--- src/rtl/qu8a_pkg.sv ---
`timescale 1ns / 1ps

package qu8a_pkg;

  localparam int VAL_W      = 8;
  localparam int MUL_W      = 16;
  localparam int I16_W      = 16;
  localparam int ZP_SUM_W   = I16_W + 2;
  localparam int CFG_IDX_W  = 3;
  localparam int CFG_DATA_W = 16;

  typedef enum logic [CFG_IDX_W-1:0] {
    REG_FIRST_ZERO_POINT  = 3'd0,
    REG_FIRST_MULTIPLIER  = 3'd1,
    REG_SECOND_ZERO_POINT = 3'd2,
    REG_SECOND_MULTIPLIER = 3'd3,
    REG_RESULT_ZERO_POINT = 3'd4,
    REG_RESULT_FLOOR      = 3'd5,
    REG_RESULT_CEILING    = 3'd6
  } qu8a_reg_t;

  typedef struct packed {
    logic        [VAL_W-1:0] first_zero_point;
    logic signed [MUL_W-1:0] first_multiplier;
    logic        [VAL_W-1:0] second_zero_point;
    logic signed [MUL_W-1:0] second_multiplier;
    logic        [VAL_W-1:0] result_zero_point;
    logic        [VAL_W-1:0] result_floor;
    logic        [VAL_W-1:0] result_ceiling;
  } qu8a_cfg_t;

endpackage

--- src/rtl/qu8a_in_if.sv ---
`timescale 1ns / 1ps

interface qu8a_in_if;
  logic                       valid;
  logic                       ready;
  logic [qu8a_pkg::VAL_W-1:0] first_value;
  logic [qu8a_pkg::VAL_W-1:0] second_value;

  modport source (output valid, output first_value, output second_value, input ready);
  modport sink (input valid, input first_value, input second_value, output ready);
endinterface

--- src/rtl/qu8a_out_if.sv ---
`timescale 1ns / 1ps

interface qu8a_out_if;
  logic                       valid;
  logic                       ready;
  logic [qu8a_pkg::VAL_W-1:0] sum_value;

  modport source (output valid, output sum_value, input ready);
  modport sink (input valid, input sum_value, output ready);
endinterface

--- src/rtl/qu8a_cfg_if.sv ---
`timescale 1ns / 1ps

interface qu8a_cfg_if;
  logic                            valid;
  logic                            ready;
  logic [qu8a_pkg::CFG_IDX_W-1:0]  index;
  logic [qu8a_pkg::CFG_DATA_W-1:0] data;

  modport source (output valid, output index, output data, input ready);
  modport sink (input valid, input index, input data, output ready);
endinterface

--- src/rtl/qu8a_cfg_regs.sv ---
`timescale 1ns / 1ps

module qu8a_cfg_regs (
  input  logic                clk,
  input  logic                rst_n,
  qu8a_cfg_if.sink            cfg_chan,
  output qu8a_pkg::qu8a_cfg_t cfg
);
  import qu8a_pkg::*;

  qu8a_cfg_t cfg_r;
  qu8a_cfg_t cfg_nxt;

  assign cfg_chan.ready = 1'b1;
  assign cfg            = cfg_r;

  always_comb begin
    cfg_nxt = cfg_r;
    if (cfg_chan.valid) begin
      unique case (cfg_chan.index)
        REG_FIRST_ZERO_POINT:  cfg_nxt.first_zero_point  = cfg_chan.data[VAL_W-1:0];
        REG_FIRST_MULTIPLIER:  cfg_nxt.first_multiplier  = $signed(cfg_chan.data[MUL_W-1:0]);
        REG_SECOND_ZERO_POINT: cfg_nxt.second_zero_point = cfg_chan.data[VAL_W-1:0];
        REG_SECOND_MULTIPLIER: cfg_nxt.second_multiplier = $signed(cfg_chan.data[MUL_W-1:0]);
        REG_RESULT_ZERO_POINT: cfg_nxt.result_zero_point = cfg_chan.data[VAL_W-1:0];
        REG_RESULT_FLOOR:      cfg_nxt.result_floor      = cfg_chan.data[VAL_W-1:0];
        REG_RESULT_CEILING:    cfg_nxt.result_ceiling    = cfg_chan.data[VAL_W-1:0];
        default: begin
        end
      endcase
    end
  end

  always_ff @(posedge clk) begin
    if (!rst_n) begin
      cfg_r.first_zero_point  <= '0;
      cfg_r.first_multiplier  <= '0;
      cfg_r.second_zero_point <= '0;
      cfg_r.second_multiplier <= '0;
      cfg_r.result_zero_point <= '0;
      cfg_r.result_floor      <= '0;
      cfg_r.result_ceiling    <= '1;
    end else begin
      cfg_r <= cfg_nxt;
    end
  end

endmodule

--- src/rtl/qu8a_scale.sv ---
`timescale 1ns / 1ps

module qu8a_scale #(
  parameter int  INPUT_SHIFT = 6,
  localparam int PROD_W      = qu8a_pkg::VAL_W + 1 + INPUT_SHIFT + qu8a_pkg::MUL_W
) (
  input  logic                     clk,
  input  logic                     rst_n,
  qu8a_in_if.sink                  in_chan,
  input  qu8a_pkg::qu8a_cfg_t      cfg,
  output logic                     prod_valid,
  input  logic                     prod_ready,
  output logic signed [PROD_W-1:0] prod_first,
  output logic signed [PROD_W-1:0] prod_second
);
  import qu8a_pkg::*;

  localparam int DIFF_W = VAL_W + 1;
  localparam int SHL_W  = DIFF_W + INPUT_SHIFT;

  logic                     s1_valid_r;
  logic [VAL_W-1:0]         first_r;
  logic [VAL_W-1:0]         second_r;
  logic                     s1_ready;
  logic                     prod_valid_r;
  logic signed [PROD_W-1:0] prod_first_r;
  logic signed [PROD_W-1:0] prod_second_r;
  logic signed [PROD_W-1:0] prod_first_nxt;
  logic signed [PROD_W-1:0] prod_second_nxt;

  function automatic logic signed [PROD_W-1:0] scale_term(
    input logic        [VAL_W-1:0] value,
    input logic        [VAL_W-1:0] zero,
    input logic signed [MUL_W-1:0] mul
  );
    logic signed [DIFF_W-1:0] diff;
    logic signed [SHL_W-1:0]  shifted;
    logic signed [PROD_W-1:0] prod;
    diff    = $signed({1'b0, value}) - $signed({1'b0, zero});
    shifted = SHL_W'(diff) <<< INPUT_SHIFT;
    prod    = shifted * mul;
    return prod;
  endfunction

  assign s1_ready      = !prod_valid_r || prod_ready;
  assign in_chan.ready = !s1_valid_r || s1_ready;

  assign prod_first_nxt  = scale_term(first_r, cfg.first_zero_point, cfg.first_multiplier);
  assign prod_second_nxt = scale_term(second_r, cfg.second_zero_point, cfg.second_multiplier);

  assign prod_valid  = prod_valid_r;
  assign prod_first  = prod_first_r;
  assign prod_second = prod_second_r;

  always_ff @(posedge clk) begin
    if (!rst_n) begin
      s1_valid_r   <= 1'b0;
      prod_valid_r <= 1'b0;
    end else begin
      if (in_chan.ready) begin
        s1_valid_r <= in_chan.valid;
      end
      if (s1_ready) begin
        prod_valid_r <= s1_valid_r;
      end
    end
  end

  always_ff @(posedge clk) begin
    if (in_chan.valid && in_chan.ready) begin
      first_r  <= in_chan.first_value;
      second_r <= in_chan.second_value;
    end
    if (s1_valid_r && s1_ready) begin
      prod_first_r  <= prod_first_nxt;
      prod_second_r <= prod_second_nxt;
    end
  end

  a_accept_fills_stage: assert property (@(posedge clk) disable iff (!rst_n)
    in_chan.valid && in_chan.ready |=> s1_valid_r)
    else $error("accepted item did not reach the input register");

  a_stalled_item_kept: assert property (@(posedge clk) disable iff (!rst_n)
    s1_valid_r && !s1_ready |=> s1_valid_r && $stable(first_r) && $stable(second_r))
    else $error("stalled item in the input register was lost or changed");

  a_zero_mul_zero_prod: assert property (@(posedge clk) disable iff (!rst_n)
    s1_valid_r && s1_ready && cfg.first_multiplier == '0 |=> prod_first_r == '0)
    else $error("product with a zero multiplier is not zero");

endmodule

--- src/rtl/qu8a_requant.sv ---
`timescale 1ns / 1ps

module qu8a_requant #(
  parameter int  INPUT_SHIFT  = 6,
  parameter int  RESULT_SHIFT = 16,
  localparam int PROD_W       = qu8a_pkg::VAL_W + 1 + INPUT_SHIFT + qu8a_pkg::MUL_W
) (
  input  logic                     clk,
  input  logic                     rst_n,
  input  logic                     prod_valid,
  output logic                     prod_ready,
  input  logic signed [PROD_W-1:0] prod_first,
  input  logic signed [PROD_W-1:0] prod_second,
  input  qu8a_pkg::qu8a_cfg_t      cfg,
  qu8a_out_if.source               out_chan
);
  import qu8a_pkg::*;

  localparam int SUM_W = PROD_W + 1;
  localparam int RND_W = ((SUM_W > RESULT_SHIFT) ? SUM_W : RESULT_SHIFT) + 2;
  localparam logic signed [RND_W-1:0] HALF    = RND_W'(1) << (RESULT_SHIFT - 1);
  localparam logic signed [RND_W-1:0] I16_MAX = RND_W'(32767);
  localparam logic signed [RND_W-1:0] I16_MIN = RND_W'(-32768);
  localparam logic signed [ZP_SUM_W-1:0] U8_MAX = ZP_SUM_W'(255);

  logic                       out_valid_r;
  logic [VAL_W-1:0]           sum_value_r;
  logic [VAL_W-1:0]           sum_value_nxt;
  logic signed [SUM_W-1:0]    sum;
  logic signed [RND_W-1:0]    rounded;
  logic signed [RND_W-1:0]    shifted;
  logic signed [I16_W-1:0]    sat16;
  logic signed [ZP_SUM_W-1:0] with_zp;
  logic [VAL_W-1:0]           clipped;
  logic [VAL_W-1:0]           floored;

  assign prod_ready = !out_valid_r || out_chan.ready;

  always_comb begin
    sum     = SUM_W'(prod_first) + SUM_W'(prod_second);
    rounded = RND_W'(sum) + HALF;
    shifted = rounded >>> RESULT_SHIFT;
    if (shifted > I16_MAX) begin
      sat16 = I16_W'(I16_MAX);
    end else if (shifted < I16_MIN) begin
      sat16 = I16_W'(I16_MIN);
    end else begin
      sat16 = shifted[I16_W-1:0];
    end
    with_zp = ZP_SUM_W'(sat16) + $signed(ZP_SUM_W'(cfg.result_zero_point));
    if (with_zp < 0) begin
      clipped = '0;
    end else if (with_zp > U8_MAX) begin
      clipped = '1;
    end else begin
      clipped = with_zp[VAL_W-1:0];
    end
    floored       = (clipped < cfg.result_floor) ? cfg.result_floor : clipped;
    sum_value_nxt = (floored > cfg.result_ceiling) ? cfg.result_ceiling : floored;
  end

  always_ff @(posedge clk) begin
    if (!rst_n) begin
      out_valid_r <= 1'b0;
    end else if (prod_ready) begin
      out_valid_r <= prod_valid;
    end
  end

  always_ff @(posedge clk) begin
    if (prod_valid && prod_ready) begin
      sum_value_r <= sum_value_nxt;
    end
  end

  assign out_chan.valid     = out_valid_r;
  assign out_chan.sum_value = sum_value_r;

  a_within_clamp: assert property (@(posedge clk) disable iff (!rst_n)
    out_valid_r && cfg.result_floor <= cfg.result_ceiling |->
      sum_value_r >= cfg.result_floor && sum_value_r <= cfg.result_ceiling)
    else $error("result outside the configured range");

  a_crossed_bounds: assert property (@(posedge clk) disable iff (!rst_n)
    out_valid_r && cfg.result_floor > cfg.result_ceiling |->
      sum_value_r == cfg.result_ceiling)
    else $error("crossed bounds did not give the ceiling");

  a_stalled_result_kept: assert property (@(posedge clk) disable iff (!rst_n)
    out_valid_r && !out_chan.ready |=> out_valid_r && $stable(sum_value_r))
    else $error("stalled result was lost or changed");

endmodule

--- src/rtl/quantized_u8_add.sv ---
`timescale 1ns / 1ps

// Quantized uint8 elementwise add, one item per clock cycle sustained while results are
// taken. Each item passes an input register, a product register holding the two scaled
// operands, and a result register. Ready travels back through the three registers in the
// same cycle, so a full pipeline keeps taking items while the result is taken.
// Configuration writes are taken every cycle and are meant for an idle block.
module quantized_u8_add #(
  parameter int INPUT_SHIFT  = 6,
  parameter int RESULT_SHIFT = 16
) (
  input  logic        clk,
  input  logic        rst_n,
  qu8a_in_if.sink     in_chan,
  qu8a_out_if.source  out_chan,
  qu8a_cfg_if.sink    cfg_chan
);
  import qu8a_pkg::*;

  localparam int PROD_W = VAL_W + 1 + INPUT_SHIFT + MUL_W;

  qu8a_cfg_t                cfg;
  logic                     prod_valid;
  logic                     prod_ready;
  logic signed [PROD_W-1:0] prod_first;
  logic signed [PROD_W-1:0] prod_second;

  qu8a_cfg_regs u_cfg_regs (
    .clk      (clk),
    .rst_n    (rst_n),
    .cfg_chan (cfg_chan),
    .cfg      (cfg)
  );

  qu8a_scale #(
    .INPUT_SHIFT (INPUT_SHIFT)
  ) u_scale (
    .clk         (clk),
    .rst_n       (rst_n),
    .in_chan     (in_chan),
    .cfg         (cfg),
    .prod_valid  (prod_valid),
    .prod_ready  (prod_ready),
    .prod_first  (prod_first),
    .prod_second (prod_second)
  );

  qu8a_requant #(
    .INPUT_SHIFT  (INPUT_SHIFT),
    .RESULT_SHIFT (RESULT_SHIFT)
  ) u_requant (
    .clk         (clk),
    .rst_n       (rst_n),
    .prod_valid  (prod_valid),
    .prod_ready  (prod_ready),
    .prod_first  (prod_first),
    .prod_second (prod_second),
    .cfg         (cfg),
    .out_chan    (out_chan)
  );

endmodule
--- src/flat_wrapper.sv ---
// flat-port wrapper written by rule: the top's interface ports become plain ports
module quantized_u8_add_flat import qu8a_pkg::*;
#(
  parameter int INPUT_SHIFT  = 6,
  parameter int RESULT_SHIFT = 16
)
  (clk, rst_n, in_chan_valid, in_chan_first_value, in_chan_second_value, in_chan_ready, out_chan_valid, out_chan_sum_value, out_chan_ready, cfg_chan_valid, cfg_chan_index, cfg_chan_data, cfg_chan_ready);
  qu8a_in_if in_chan_i ();
  qu8a_out_if out_chan_i ();
  qu8a_cfg_if cfg_chan_i ();
  input  logic clk;
  input  logic rst_n;
  input wire logic [$bits(in_chan_i.valid)-1:0] in_chan_valid;
  input wire logic [$bits(in_chan_i.first_value)-1:0] in_chan_first_value;
  input wire logic [$bits(in_chan_i.second_value)-1:0] in_chan_second_value;
  output wire logic [$bits(in_chan_i.ready)-1:0] in_chan_ready;
  output wire logic [$bits(out_chan_i.valid)-1:0] out_chan_valid;
  output wire logic [$bits(out_chan_i.sum_value)-1:0] out_chan_sum_value;
  input wire logic [$bits(out_chan_i.ready)-1:0] out_chan_ready;
  input wire logic [$bits(cfg_chan_i.valid)-1:0] cfg_chan_valid;
  input wire logic [$bits(cfg_chan_i.index)-1:0] cfg_chan_index;
  input wire logic [$bits(cfg_chan_i.data)-1:0] cfg_chan_data;
  output wire logic [$bits(cfg_chan_i.ready)-1:0] cfg_chan_ready;
  assign in_chan_i.valid = in_chan_valid;
  assign in_chan_i.first_value = in_chan_first_value;
  assign in_chan_i.second_value = in_chan_second_value;
  assign in_chan_ready = in_chan_i.ready;
  assign out_chan_valid = out_chan_i.valid;
  assign out_chan_sum_value = out_chan_i.sum_value;
  assign out_chan_i.ready = out_chan_ready;
  assign cfg_chan_i.valid = cfg_chan_valid;
  assign cfg_chan_i.index = cfg_chan_index;
  assign cfg_chan_i.data = cfg_chan_data;
  assign cfg_chan_ready = cfg_chan_i.ready;
  quantized_u8_add #(.INPUT_SHIFT(INPUT_SHIFT), .RESULT_SHIFT(RESULT_SHIFT)) u_core (.clk(clk), .rst_n(rst_n), .in_chan(in_chan_i), .out_chan(out_chan_i), .cfg_chan(cfg_chan_i));
endmodule
--- config.mk ---
export PLATFORM = sky130hd
export DESIGN_NAME = quantized_u8_add_flat
export DESIGN_NICKNAME = d
export VERILOG_FILES = /design/src/rtl/qu8a_pkg.sv /design/src/rtl/qu8a_in_if.sv /design/src/rtl/qu8a_out_if.sv /design/src/rtl/qu8a_cfg_if.sv /design/src/rtl/qu8a_cfg_regs.sv /design/src/rtl/qu8a_scale.sv /design/src/rtl/qu8a_requant.sv /design/src/rtl/quantized_u8_add.sv /design/src/flat_wrapper.sv
export SDC_FILE = /design/constraint.sdc
export NUM_CORES = 1
export LEC_CHECK = 0
export ABC_AREA = 1
export BUFFER_PORTS_ARGS = -buffer_cell sky130_fd_sc_hd__buf_2
export CAP_MARGIN = 20
export CORE_UTILIZATION = 40
export CTS_CLUSTER_SIZE = 16
export DETAILED_ROUTE_END_ITERATION = 8
export PLACE_DENSITY = 0.57
export SLEW_MARGIN = 30
export SYNTH_ARGS = -nofsm -noshare
export SYNTH_HDL_FRONTEND = slang
export SYNTH_SLANG_ARGS = --single-unit
--- constraint.sdc ---
create_clock -name clk -period 7.4 [get_ports clk]
set_input_delay 1.11 -clock clk [delete_from_list [all_inputs] [get_ports clk]]
set_output_delay 1.11 -clock clk [all_outputs]
set_load 0.03 [all_outputs]
* After elaboration in Yosys (flattened, before gate mapping)
Index checks and enable logic that the tools add are counted.
** Word-level totals
- Bits in registers :: 149
- Latch bits :: 0
- Bits in writable memories :: 0
- Memory bits (read-only) :: 0
- Input bits :: 40
- Output and inout bits :: 11
- Word-level logic and storage cells :: 57
- Memories kept :: 0
** Operators by class
- $add $sub $neg :: 5
- Multiply operators :: 2
- Divide/modulo/power cells :: 0
- Magnitude comparators :: 6
- Equality and inequality tests :: 6
- Shifts and indexed selects :: 0
- Multiplexer cells :: 6
- Bitwise operators :: 0
- Reductions and logical operators :: 17
** Operators by type and width (number)
- $mul 9x16->25 :: 2
- $add 32x17->33 const B :: 1
- $add 31x31->32 :: 1
- $mux 16 :: 2
- $mux 8 :: 4
- $sub 8x8->9 :: 2
- $add 16x9->17 :: 1
- $gt 17x16->1 const B :: 1
- $gt 17x9->1 const B :: 1
- $lt 17x1->1 const B :: 1
- $lt 17x16->1 const B :: 1
- $reduce_and 2->1 :: 7
- $eq 3x3->1 const B :: 3
- $gt 8x8->1 :: 1
- $lt 8x8->1 :: 1
- $eq 3x2->1 const B :: 2
- $eq 3x1->1 const B :: 1
- $logic_and 1x1->1 :: 3
- $logic_not 1->1 :: 3
- $logic_not 3->1 :: 1
- $logic_or 1x1->1 :: 3

* Logic depth before layout (Yosys ltp)
Gate-level depths: netlist of run 1.
- Word-level depth :: 13
- Gate-level depth with buffers :: 58
- Mapped depth without buffers :: 57

* Hierarchy
From an unflattened synthesis of run 1, not the netlist that was laid out.
** Second synthesis, totals
- Cell total of the unflattened synthesis :: 2658
- Area total of the unflattened synthesis :: 20060.5 um^2
** Modules (own cells, without submodules)
- qu8a_scale :: times used 1, cells each 1579, area each 13269.0 um^2, seq. area each 2021.9 um^2
- qu8a_requant :: times used 1, cells each 665, area each 3936.3 um^2, seq. area each 260.2 um^2
- qu8a_cfg_regs :: times used 1, cells each 414, area each 2855.2 um^2, seq. area each 1441.4 um^2

* Worst setup path after synthesis of run 1
No wires, ideal clock.
- Path type :: reg-to-reg
- From :: register u_core.u_scale.prod_second_r[30], in the netlist u_core.u_scale.prod_second[30]
- To :: register u_core.u_requant.sum_value_r[0], in the netlist u_core.u_requant.out_chan.sum_value[0], data pin
- Setup time :: 0.254 ns
- Data arrival time :: 6.957 ns
- Data required time :: 7.146 ns
- Path slack :: 0.189 ns
- Cell stages (with the launch flop) :: 50
- Buffers on the path :: 1
- Clock period less this slack :: 7.211 ns
- Path through :: edfxtp_1 inv_1 ha_1 ha_1 inv_1 nor3_1 nand2_1 nor2_1 nand2_1 nand3_1 nand2_1 nand2_4 inv_2 nand2_4 buf_2 o21ai_0 ha_1 fa_1 (+14 left out) nand2_1 o21ai_0 inv_1 ha_1 a21oi_1 nor2_1 a211oi_1 nand3_1 and2_1 ha_1 a21oi_1 o21ai_0 nand2_1 o211ai_1 nand2_1 inv_1 nand2_1 nand2_1
** Between the ends
- Cells in the longest elaborated chain, start to end :: 13
- Elaborated cells on any way between the ends :: 15
- Those cells by class :: 3 x add/sub; 6 x order compare; 6 x mux
** RTL lines
- start: declaration :: RTL line qu8a_scale.sv:27 : logic signed [PROD_W-1:0] prod_second_r;
- start signal: assignment :: RTL line qu8a_scale.sv:76 : prod_second_r <= prod_second_nxt;
- $add 31x31->32 * :: RTL line qu8a_requant.sv:40 : sum = SUM_W'(prod_first) + SUM_W'(prod_second);
- $add 32x17->33 * :: RTL line qu8a_requant.sv:41 : rounded = RND_W'(sum) + HALF;
- $lt 17x16->1 :: RTL line qu8a_requant.sv:45 : end else if (shifted < I16_MIN) begin
- $mux 16 :: RTL line qu8a_requant.sv:45
- $mux 16 * :: RTL line qu8a_requant.sv:43 : if (shifted > I16_MAX) begin
- $add 16x9->17 * :: RTL line qu8a_requant.sv:50 : with_zp = ZP_SUM_W'(sat16) + $signed(ZP_SUM_W'(cfg.result_zero_point));
- $gt 17x9->1 :: RTL line qu8a_requant.sv:53 : end else if (with_zp > U8_MAX) begin
- $mux 8 :: RTL line qu8a_requant.sv:53
- $mux 8 * :: RTL line qu8a_requant.sv:51 : if (with_zp < 0) begin
- $lt 8x8->1 :: RTL line qu8a_requant.sv:58 : floored = (clipped < cfg.result_floor) ? cfg.result_floor : clipped;
- $mux 8 * :: RTL line qu8a_requant.sv:58
- $gt 8x8->1 :: RTL line qu8a_requant.sv:59 : sum_value_nxt = (floored > cfg.result_ceiling) ? cfg.result_ceiling : floored;
- $mux 8 * :: RTL line qu8a_requant.sv:59
- named net u_core.u_requant.sum_value_nxt[0] :: RTL line qu8a_requant.sv:28 : logic [VAL_W-1:0] sum_value_nxt;
- end signal: assignment :: RTL line qu8a_requant.sv:72 : sum_value_r <= sum_value_nxt;
- end: declaration :: RTL line qu8a_requant.sv:27 : logic [VAL_W-1:0] sum_value_r;
The timed path passes the listed nets; every way through them passes the cells marked *.
A chain may end at the register's enable or synchronous reset.

* Worst setup path in the final report of run 1
- From :: register u_core.u_scale.first_r[2]
- To :: register u_core.u_scale.prod_first_r[29], in the netlist u_core.u_scale.prod_first[29], data pin
** Between the ends
- Cells in the longest elaborated chain, start to end :: 2
** RTL lines
- start: declaration :: RTL line qu8a_scale.sv:22 : logic [VAL_W-1:0] first_r;
- start signal: assignment :: RTL line qu8a_scale.sv:71 : first_r <= in_chan.first_value;
- $sub 8x8->9 :: RTL line qu8a_scale.sv:39 : diff = $signed({1'b0, value}) - $signed({1'b0, zero});
- $mul 9x16->25 :: RTL line qu8a_scale.sv:41 : prod = shifted * mul;
- named net u_core.u_scale.prod_first_nxt[29] :: RTL line qu8a_scale.sv:28 : logic signed [PROD_W-1:0] prod_first_nxt;
- end signal: assignment :: RTL line qu8a_scale.sv:75 : prod_first_r <= prod_first_nxt;
- end: declaration :: RTL line qu8a_scale.sv:26 : logic signed [PROD_W-1:0] prod_first_r;
The timed path passes the listed nets, and every way through them passes these cells.

==> results of run 1 <==
==> per-layer routing <==
layer / up-vias / part of all wire (%)
met5: - / 0
met4: 0 / 3.6
met3: 73 / 4.4
met2: 343 / 46
met1: 6837 / 46
li1: 6760 / -
==> cell usage after synthesis (all sizes together) (12+ instances only) <==
master  count  area share, %
fa        241             27
o21bai     12           0.50
ha        191             13
o21ai     109            3.1
inv       436            9.2
a21oi     139            3.9
xnor2      26            1.3
dfxtp      75            8.4
nor2      206            4.5
nand2     428            9.4
nand3      54            1.6
edfxtp     74             12
xor2       47            2.3
clkbuf     36           0.76
==> report_power, final <==
| part | internal [mW] | leakage [nW] | switching [mW] |
|---|---|---|---|
| Combinational | 1.11 | 8.15 | 1.71 |
| Clock | 0.561 | 0.311 | 0.399 |
| Sequential | 0.996 | 1.32 | 0.0544 |
==> how the worst max path moves through the flow <==
stage                                         from  cells after the start                                     end  slack [ns]
floorplan           u_core.u_scale.prod_second[30]                     49  u_core.u_requant.out_chan.sum_value[0]        0.19
global placement     u_core.u_scale.prod_first[14]                     51  u_core.u_requant.out_chan.sum_value[5]        0.09
detailed placement   u_core.u_scale.prod_first[30]                     49  u_core.u_requant.out_chan.sum_value[3]       -0.04
CTS                  u_core.u_scale.prod_first[30]                     49  u_core.u_requant.out_chan.sum_value[3]      0.0009
global route             u_core.u_scale.first_r[1]                     38           u_core.u_scale.prod_first[29]       -0.05
finish                   u_core.u_scale.first_r[2]                     38           u_core.u_scale.prod_first[29]        0.37
==> worst max-delay path: cells and delay by family, from the launching register on <==
kind	cells	cell delay, ns
adders and majority gates	7	3.10
AOI/OAI and AO/OA	14	1.74
and+or+nand+nor	11	1.09
DFF	1	0.42
buffers and inverters	5	0.35
xor gates and xnor gates	1	0.07
==> kinds of logic (layout without fill, tap and decap cells) <==
family          Yosys count  in the layout
buf+inv                 477            561
xor+xnor                 73             73
other cells               1              1
flops                   149            149
simple gates            722            722
fa+ha+maj               432            432
compound gates          281            281
==> cells in the final DEF (no fill, tap or decap), drive strengths merged <==
cell type  instances
o211ai             9
nor3               8
or2                6
o21bai            12
inv              442
conb               1
buf               94
bufinv             3
clkbuf            18
nand2            428
nand4              8
xnor2             26
a31oi              2
nand3             54
edfxtp            74
o21ai            109
fa               241
a21oi            139
nor2             206
clkinvlp           1
ha               191
o31ai              1
clkinv             3
o31a               1
and2              10
xor2              47
dfxtp             75
a211oi             4
and3               1
nor4               1
o21a               1
a221oi             1
a21o               2
==> per-stage QoR <==
step	instance area, um^2	hold WS [ns]	utilization, %	setup TNS (ns)
6_report	20300	0.462	46.0	0
5_1_grt	20300	0.489	46.0	-0.198
4_1_cts	19600	0.463	44.5	0
3_5_place_dp	19000	0.454	43.0	-0.258
3_3_place_gp	19000	0.446	43.0	0
2_1_floorplan	17800	0.433	-	0
==> flip-flops by register name, summed over array words and instances, names as in the netlist <==
| register | count |
|---|---|
| u_core.u_scale.prod_first | 25 |
| u_core.u_scale.second_r | 8 |
| u_core.u_scale.s1_valid_r | 1 |
| u_core.u_requant.out_chan.valid | 1 |
| u_core.u_cfg_regs.cfg | 72 |
| u_core.u_requant.out_chan.sum_value | 8 |
| u_core.u_scale.prod_second | 25 |
| u_core.u_scale.prod_valid | 1 |
| u_core.u_scale.first_r | 8 |
==> cell type report <==
cell class	instances	area, um^2	share of cell area, %
Clock inverter	13	188	0.924
Timing Repair Buffer	94	599	2.95
Clock buffer	18	450	2.22
Inverter	436	1640	8.09
Multi-Input combinational cell	1509	13000	63.8
Tap cell	592	741	3.65
Sequential cell	149	3720	18.3
==> what timing repair did <==
| item | CTS | global route |
|---|---|---|
| resized for setup | 6 | 123 |
| setup endpoints to repair | 9 | 19 |
| hold buffers | 0 | 0 |
| pin swaps | 0 | 34 |
| buffers inserted | 0 | 6 |
| cloned | 0 | 1 |
==> impl_metrics.py, run 1 <==
metrics = {
    "yosys": {
        "synthCells": 2135,
        "synthesis.nets": 2607,
        "synth_top_family_by_area": "adder cells",
        "synth_fa_ha_area_share_pct": 40.4,
        "yosys_warnings": 0,
        "postSynthAreaPerCell_um2": 8.36,
        "ys.flop_type": "dfxtp_1",
        "async_flop_share_pct": 0,
        "muxShareOfSynthArea_pct": 0,
        "synth_area_mm2": 0.0178,
        "ys_types": 42,
        "synthSimpleGateAreaFrac_pct": 16.7,
        "synth-edff-count": 74,
        "synth_compound_area_share_pct": 8.36,
        "ys_seq_elements": 149,
        "ys_seq_area_share_pct": 20.9,
        "synth-xor-area-share_pct": 3.58,
    },
    "routing": {
        "wl_per_cell_um": 17.0,
        "drt_pass1_iterations": 5,
        "drtAntennaViolNets": 0,
        "routed_via_density": 4.99,
        "wl_um": 47800,
        "drt_iter0_drc": 842,
        "route.detailed.drc": 0,
        "via_count": 14000,
    },
    "floorplan": {
        "rows": 77,
        "io_pins": 51,
        "start_util_pct": 40.5,
        "die_area_mm2": 0.0455,
        "die_h_um": 213,
        "core_mm2": 0.0441,
        "dieWidth_um": 213,
    },
    "critical_path": {
        "worst-r2r-setup-slack_ns": 0.37,
        "crit_top_cell": "nand2_1",
        "worstSetupStartpointType": "flop",
        "cp.arrival_ns": 7.23,
        "cp_slowest_cell": "fa_1",
        "end_kind": "flop",
        "path_max_fanout": 4,
        "max_stage_delay_ns": 0.57,
        "crit-reg2reg-launch": "u_core.u_scale.first_r[2]",
        "r2r_cells": 38,
        "path_class": "flop to flop",
        "worstPathRequired_ns": 7.61,
        "r2r-end": "u_core.u_scale.prod_first[29]",
    },
    "global_routing": {
        "track_usage_pct": 21.9,
        "gr-usage-met2_pct": 36.2,
        "antenna_found_initial": 2,
        "grtUsageMet3_pct": 2.63,
        "grt_pass1_vias": 14400,
        "overflow": 0,
        "grt_max_degree": 74,
        "grt_pass1_wl_um": 75500,
        "grt_use_met1_pct": 29.2,
        "grt.busiest_layer": "met2",
    },
    "hold_path": {
        "hp-class": "flop to flop",
        "hold_depth": 2,
        "whs_endpoint": "u_core.u_cfg_regs.cfg[47]",
        "hp-start": "u_core.u_cfg_regs.cfg[47]",
    },
    "run": {
        "drv_cap": 0,
    },
    "power_and_ir_drop": {
        "power.leakage_nw": 9.78,
        "peakVddDrop_mv": 0.173,
        "power_density_mw_per_mm2": 238,
        "power_mw": 4.84,
    },
    "timing": {
        "maxSlewHeadroom_pct": 45.8,
        "min_period_ns": 7.03,
        "maxSlewViolCount": 0,
        "hold_violations": 0,
        "worst_pin_slew_ns": 0.813,
        "fmax_ghz": 0.142,
        "setup_slack_ns": 0.372,
        "timing.final.crit_share_pct": 95.0,
        "skew_ns": 0.0145,
        "setup_viol": 0,
    },
    "clock_network": {
        "clk_pin_slew_worst_paths_ns": 0.07,
        "clockBufferDepth": 2,
        "cts_htree_levels": 4,
        "cts_tree": "built",
        "clk_latency_ns": 0.45,
        "clkSinkCount": 149,
        "clockRootBuffer": "clkbuf_16",
        "cts-buffers-inserted": 17,
    },
    "cells_and_area": {
        "drive_gt1_share_pct": 11.9,
        "diodes": 0,
        "nets": 2679,
        "nFillCells": 4395,
        "fin_cells": 2811,
        "area_growth_pct": 13.7,
    },
    "placed_design": {
        "io_buffers": 49,
        "gp_congestion": 0.936,
        "hpwl_um": 38800,
        "dp_slack_ns": -0.0379,
        "dp_cells": 2773,
    },
    "status": {
        "outcome": "completed",
    },
}
(Power assumes the default switching activity.)
==> run 2, diff against run 1 <==
Settings changed: PLACE_DENSITY 0.57 to unset.
==> run 2 against run 1 <==
Wire length fell by 1.6%; die area did not move; sequential power barely moved; largest cell class unchanged; register-to-register slack improved by 0.05 ns; first-iteration DRC count fell by 6.5%; global-route usage fell by 0.55 points; via count rose by 0.41%; hold slack improved by 0.0041 ns; final area fell by 0.35%; clock skew fell by 0.0029 ns; non-clock buffer count rose by 8; combinational power barely moved.
==> impl_metrics.py, run 2 (same netlist as run 1, synthesis figures left out) <==
metrics = {
    "status": {
        "outcome": "completed",
    },
    "critical_path": {
        "worstSetupStartpointType": "flop",
        "path_delay_family": "adder cells",
        "path_class": "flop to flop",
        "worstPathRequired_ns": 7.61,
        "path_max_fanout": 7,
        "worst-r2r-setup-slack_ns": 0.42,
        "r2r_cells": 36,
        "path_buf_inv": 7,
        "end_kind": "flop",
        "crit-reg2reg-launch": "u_core.u_scale.first_r[1]",
        "max_stage_delay_ns": 0.57,
        "cp_slowest_cell": "fa_1",
        "cp.arrival_ns": 7.19,
        "r2r-end": "u_core.u_scale.prod_first[29]",
    },
    "power_and_ir_drop": {
        "peakVddDrop_mv": 0.203,
        "p_comb_share_pct": 59.5,
        "internal-power_mw": 2.59,
        "p_seq_share_pct": 21.9,
        "clkPwrFrac_pct": 18.6,
        "power_density_mw_per_mm2": 236,
        "p_sw_mw": 2.18,
        "switching_share_pct": 45.7,
        "power.leakage_nw": 9.81,
    },
    "timing": {
        "setup_viol": 0,
        "timing.final.crit_share_pct": 94.4,
        "maxSlewHeadroom_pct": 40.0,
        "fmax_ghz": 0.143,
        "worst_pin_slew_ns": 0.897,
        "maxSlewViolCount": 0,
        "rsz0062_at_grt": "yes",
        "min_period_ns": 6.98,
        "hold_violations": 0,
        "skew_ns": 0.0115,
    },
    "floorplan": {
        "rows": 77,
        "die_area_mm2": 0.0455,
        "dieWidth_um": 213,
        "io_pins": 51,
        "start_util_pct": 40.5,
        "die_h_um": 213,
        "core_mm2": 0.0441,
    },
    "clock_network": {
        "cts-buffers-inserted": 17,
        "clockRootBuffer": "clkbuf_16",
        "ctsHoldBuffers": 0,
        "clkSinkCount": 149,
        "cts_htree_levels": 4,
        "cts_tree": "built",
        "clockBufferDepth": 2,
        "clk_pin_slew_worst_paths_ns": 0.07,
        "clk_latency_ns": 0.46,
    },
    "placed_design": {
        "gp_congestion": 0.935,
        "hpwl_um": 38200,
        "place_area_mm2": 0.0190,
        "io_buffers": 49,
    },
    "routing": {
        "routed_via_density": 4.99,
        "route.detailed.drc": 0,
        "wl_per_cell_um": 16.7,
        "drtAntennaViolNets": 0,
        "via_count": 14100,
        "wl_um": 47000,
        "drt_pass1_iterations": 5,
        "drt_iter0_drc": 787,
    },
    "run": {
        "drv_cap": 0,
    },
    "cells_and_area": {
        "area_growth_pct": 13.3,
        "largest_reg_flops": 72,
        "regMostFlops": "u_core.u_cfg_regs.cfg",
        "drive_gt1_share_pct": 11.8,
        "final_cell_area_mm2": 0.0202,
        "fin_util_pct": 45.9,
        "final_cell_mix": "424 x inv_1, 403 x nand2_1, 238 x fa_1",
        "final_common_cell": "inv_1",
        "diodes": 0,
        "nets": 2687,
    },
    "global_routing": {
        "grt_pass1_vias": 14100,
        "antenna_found_initial": 2,
        "grt_pass1_wl_um": 74100,
        "grt_max_degree": 74,
        "track_usage_pct": 21.4,
        "overflow": 0,
    },
    "hold_path": {
        "hp-class": "flop to flop",
        "hold_depth": 2,
        "hp-start": "u_core.u_cfg_regs.cfg[70]",
        "whs_endpoint": "u_core.u_cfg_regs.cfg[70]",
    },
}
run 2: cell type report:
| class | instances | area (um^2) |
|---|---|---|
| Timing Repair Buffer | 102 | 651 |
| Clock inverter | 15 | 158 |
| Multi-Input combinational cell | 1509 | 12900 |
| Inverter | 436 | 1640 |
| Clock buffer | 17 | 425 |
| Tap cell | 592 | 741 |
| Sequential cell | 149 | 3720 |
| Fill cell | 4387 | 23900 |
run 2: per-stage QoR:
step	setup TNS [ns]	worst slack, ns	cells	hold slack [ns]	total power, mW
floorplan	0	0.189	2135	0.433	2.91
CTS	0	0.000583	2809	0.464	4.52
global route	-0.580	-0.0805	2820	0.487	5.19
finish	0	0.417	2820	0.466	4.77
global placement	0	0.168	2777	0.447	3.56
detailed placement	0	0.0184	2777	0.454	3.60
run 2: worst max-delay path by stage:
stage	slack (ns)	endpoint	startpoint	cells after the start
floorplan	0.19	u_core.u_requant.out_chan.sum_value[0]	u_core.u_scale.prod_second[30]	49
global placement	0.17	u_core.u_requant.out_chan.sum_value[6]	u_core.u_scale.prod_second[30]	49
detailed placement	0.02	u_core.u_requant.out_chan.sum_value[0]	u_core.u_scale.prod_second[30]	49
CTS	0.0006	u_core.u_requant.out_chan.sum_value[0]	u_core.u_scale.prod_second[30]	49
global route	-0.08	u_core.u_requant.out_chan.sum_value[3]	u_core.u_scale.prod_first[30]	49
finish	0.42	u_core.u_scale.prod_first[29]	u_core.u_scale.first_r[1]	36
run 2: layer usage:
| layer | track usage (%) | vias to the layer above | wire (um) |
|---|---|---|---|
| met3 | 3.46 | 55 | 2580 |
| met5 | 0 | - | 0 |
| li1 | - | 6788 | - |
| met1 | 29.0 | 6864 | 21200 |
| met4 | 5.59 | 0 | 886 |
| met2 | 35.4 | 363 | 22300 |
run 2: timing repair:
item                                    in CTS  in global routing
gates resized for setup                      2                116
pin swaps                                    0                 32
endpoints found under the setup margin       8                 19
setup buffers                                0                 10
gates cloned                                 0                  1
run 2: power by group through the flow:
stage                     registers [mW]  logic, mW  clock network [mW]
after floorplan                     1.05       1.86                   0
final                               1.05       2.84               0.888
after CTS                           1.04       2.57               0.904
after global placement              1.06       2.50                   0
after global routing                1.05       3.20               0.937
after detailed placement            1.06       2.54                   0
run 2: worst min-delay path, cell delays in order (launching register included):
cell     delay [ns]
dfxtp_1        0.30
inv_1          0.06
a21oi_1        0.06
==> run 3, diff against run 2 <==
--- a/config.mk
+++ b/config.mk
@@ -9,4 +9,5 @@
 export BUFFER_PORTS_ARGS = -buffer_cell sky130_fd_sc_hd__buf_2
 export CAP_MARGIN = 20
+export CORE_MARGIN = 2
 export CORE_UTILIZATION = 40
 export CTS_CLUSTER_SIZE = 16
==> constraint.sdc (replaced) <==
create_clock -name clk -period 7.4 [get_ports clk]
set_input_delay 1.11 -clock clk [delete_from_list [all_inputs] [get_ports clk]]
set_output_delay 1.11 -clock clk [all_outputs]
set_load 0.05 [all_outputs]
==> run 3 against run 2 <==
Flip-flop and latch count is the same; final area grew 0.49%; hold slack lost 0.0062 ns; non-clock buffer count shrank 2; clock power grew 2%; global-route usage shrank 0.52 points; critical path type unchanged.
==> impl_metrics.py, run 3 (same netlist as run 1, synthesis figures left out) <==
metrics = {
    "clock_network": {
        "clockRootBuffer": "clkbuf_16",
        "cts-buffers-inserted": 17,
        "clkSinkCount": 149,
        "cts_htree_levels": 4,
        "clk_pin_slew_worst_paths_ns": 0.07,
        "ctsHoldBuffers": 0,
        "clockBufferDepth": 2,
        "clk_latency_ns": 0.45,
        "cts_tree": "built",
    },
    "global_routing": {
        "grtUsageMet3_pct": 2.60,
        "gr-usage-met2_pct": 34.9,
        "grt_use_met1_pct": 28.6,
        "track_usage_pct": 20.9,
        "grt_pass1_wl_um": 75500,
        "grt_pass1_vias": 14200,
        "grt.busiest_layer": "met2",
        "antenna_found_initial": 4,
        "grt_max_degree": 74,
        "overflow": 0,
    },
    "critical_path": {
        "end_kind": "flop",
        "path_class": "flop to flop",
        "path_buf_inv": 5,
        "max_stage_delay_ns": 0.57,
        "cp.arrival_ns": 7.26,
        "worstPathRequired_ns": 7.60,
        "path_max_fanout": 4,
        "worstSetupStartpointType": "flop",
        "crit_top_cell": "nand2_1",
        "path_delay_family": "adder cells",
        "cp_slowest_cell": "fa_1",
    },
    "power_and_ir_drop": {
        "p_seq_share_pct": 21.5,
        "power_mw": 4.87,
        "power_density_mw_per_mm2": 240,
        "p_comb_share_pct": 59.8,
        "peakVddDrop_mv": 0.191,
        "clkPwrFrac_pct": 18.6,
        "switching_share_pct": 45.6,
        "p_sw_mw": 2.22,
        "power.leakage_nw": 9.79,
        "internal-power_mw": 2.65,
    },
    "timing": {
        "timing.final.crit_share_pct": 95.5,
        "setup_viol": 0,
        "skew_ns": 0.0107,
        "hold_violations": 0,
        "min_period_ns": 7.07,
        "setup_slack_ns": 0.335,
        "worst_pin_slew_ns": 0.889,
        "maxSlewHeadroom_pct": 40.5,
        "fmax_ghz": 0.142,
        "maxSlewViolCount": 0,
        "rsz0062_at_grt": "yes",
    },
    "placed_design": {
        "hpwl_um": 38900,
        "dp_slack_ns": -0.0184,
        "io_buffers": 49,
        "gp_congestion": 0.936,
        "dp_cells": 2774,
    },
    "floorplan": {
        "die_area_mm2": 0.0463,
        "start_util_pct": 40.5,
        "rows": 77,
        "die_h_um": 215,
        "dieWidth_um": 215,
        "core_mm2": 0.0441,
        "io_pins": 51,
    },
    "routing": {
        "drtAntennaViolNets": 0,
        "via_count": 14000,
        "wl_um": 48000,
        "route.detailed.drc": 0,
        "routed_via_density": 4.98,
        "drt_iter0_drc": 948,
        "wl_per_cell_um": 17.0,
        "drt_pass1_iterations": 5,
    },
    "hold_path": {
        "hp-class": "flop to flop",
    },
    "cells_and_area": {
        "nets": 2685,
        "diodes": 0,
        "nFillCells": 4321,
        "largest_reg_flops": 72,
        "final_cell_mix": "422 x inv_1, 400 x nand2_1, 239 x fa_1",
        "drive_gt1_share_pct": 12.3,
        "fin_cells": 2818,
        "area_growth_pct": 13.9,
        "regMostFlops": "u_core.u_cfg_regs.cfg",
        "final_common_cell": "inv_1",
        "fin_util_pct": 46.1,
    },
    "status": {
        "outcome": "completed",
    },
    "run": {
        "drv_cap": 0,
    },
}
run 3: cell types whose count changed in the layout (fill, tap and decap cells not counted), moves of 3 or more:
cell,before,now
a21oi_1,123,119
buf_4,52,47
buf_6,0,3
ha_1,158,153
ha_4,32,36
inv_6,7,4
nand2_1,403,400
nand2_2,19,23
run 3: final timing paths:
kind / start / end / slack, ns / cells after the start
min reg2reg: u_core.u_cfg_regs.cfg[69] / u_core.u_cfg_regs.cfg[69] / 0.46 / 2
max reg2reg: u_core.u_scale.first_r[1] / u_core.u_scale.prod_first[29] / 0.33 / 38
min: u_core.u_cfg_regs.cfg[69] / u_core.u_cfg_regs.cfg[69] / 0.46 / 2
max: u_core.u_scale.first_r[1] / u_core.u_scale.prod_first[29] / 0.33 / 38
run 3: cell type report:
cell class / count / area [um^2] / area share [%]
clock buffer: 18 / 429 / 2.11
clock inverter: 14 / 165 / 0.812
inverter: 436 / 1640 / 8.05
multi-input combinational: 1509 / 13000 / 63.9
sequential: 149 / 3720 / 18.3
tap: 592 / 741 / 3.64
timing repair buffer: 100 / 637 / 3.13
run 3: power groups by stage:
stage	combinational (mW)	clock, mW	sequential [mW]
2_1_floorplan	1.86	0	1.06
3_3_place_gp	2.52	0	1.06
3_5_place_dp	2.55	0	1.06
4_1_cts	2.59	0.923	1.04
5_1_grt	3.27	0.955	1.05
6_report	2.92	0.908	1.05
run 3: stage by stage:
stage | TNS, ns | instance area, um^2 | hold slack (ns)
after floorplan | 0 | 17800 | 0.433
after CTS | 0 | 19600 | 0.461
final | 0 | 20300 | 0.460
after global routing | -0.336 | 20300 | 0.473
after detailed placement | -0.0184 | 19000 | 0.452
after global placement | 0 | 19000 | 0.447
run 3: per-layer routing:
metal / part of all wire (%) / vias up / wire length (um)
met5: 0 / - / 0
met4: 2.3 / 0 / 1080
met3: 4.6 / 52 / 2210
met2: 47 / 338 / 22700
met1: 46 / 6864 / 22000
li1: - / 6785 / -
run 3: timing repair:
action,in CTS,in global routing
endpoints found under the setup margin,9,18
pin swaps,0,26
cloned,0,1
buffers inserted,0,11
resized for setup,5,130
run 3: worst reg2reg max path: cells and delay by family (launching register included):
| family | cells | cell delay (ns) |
|---|---|---|
| flops | 1 | 0.40 |
| fa+ha+maj | 7 | 3.12 |
| simple gates | 11 | 0.86 |
| xor+xnor | 1 | 0.09 |
| buf+inv | 5 | 0.40 |
| compound gates | 14 | 1.92 |
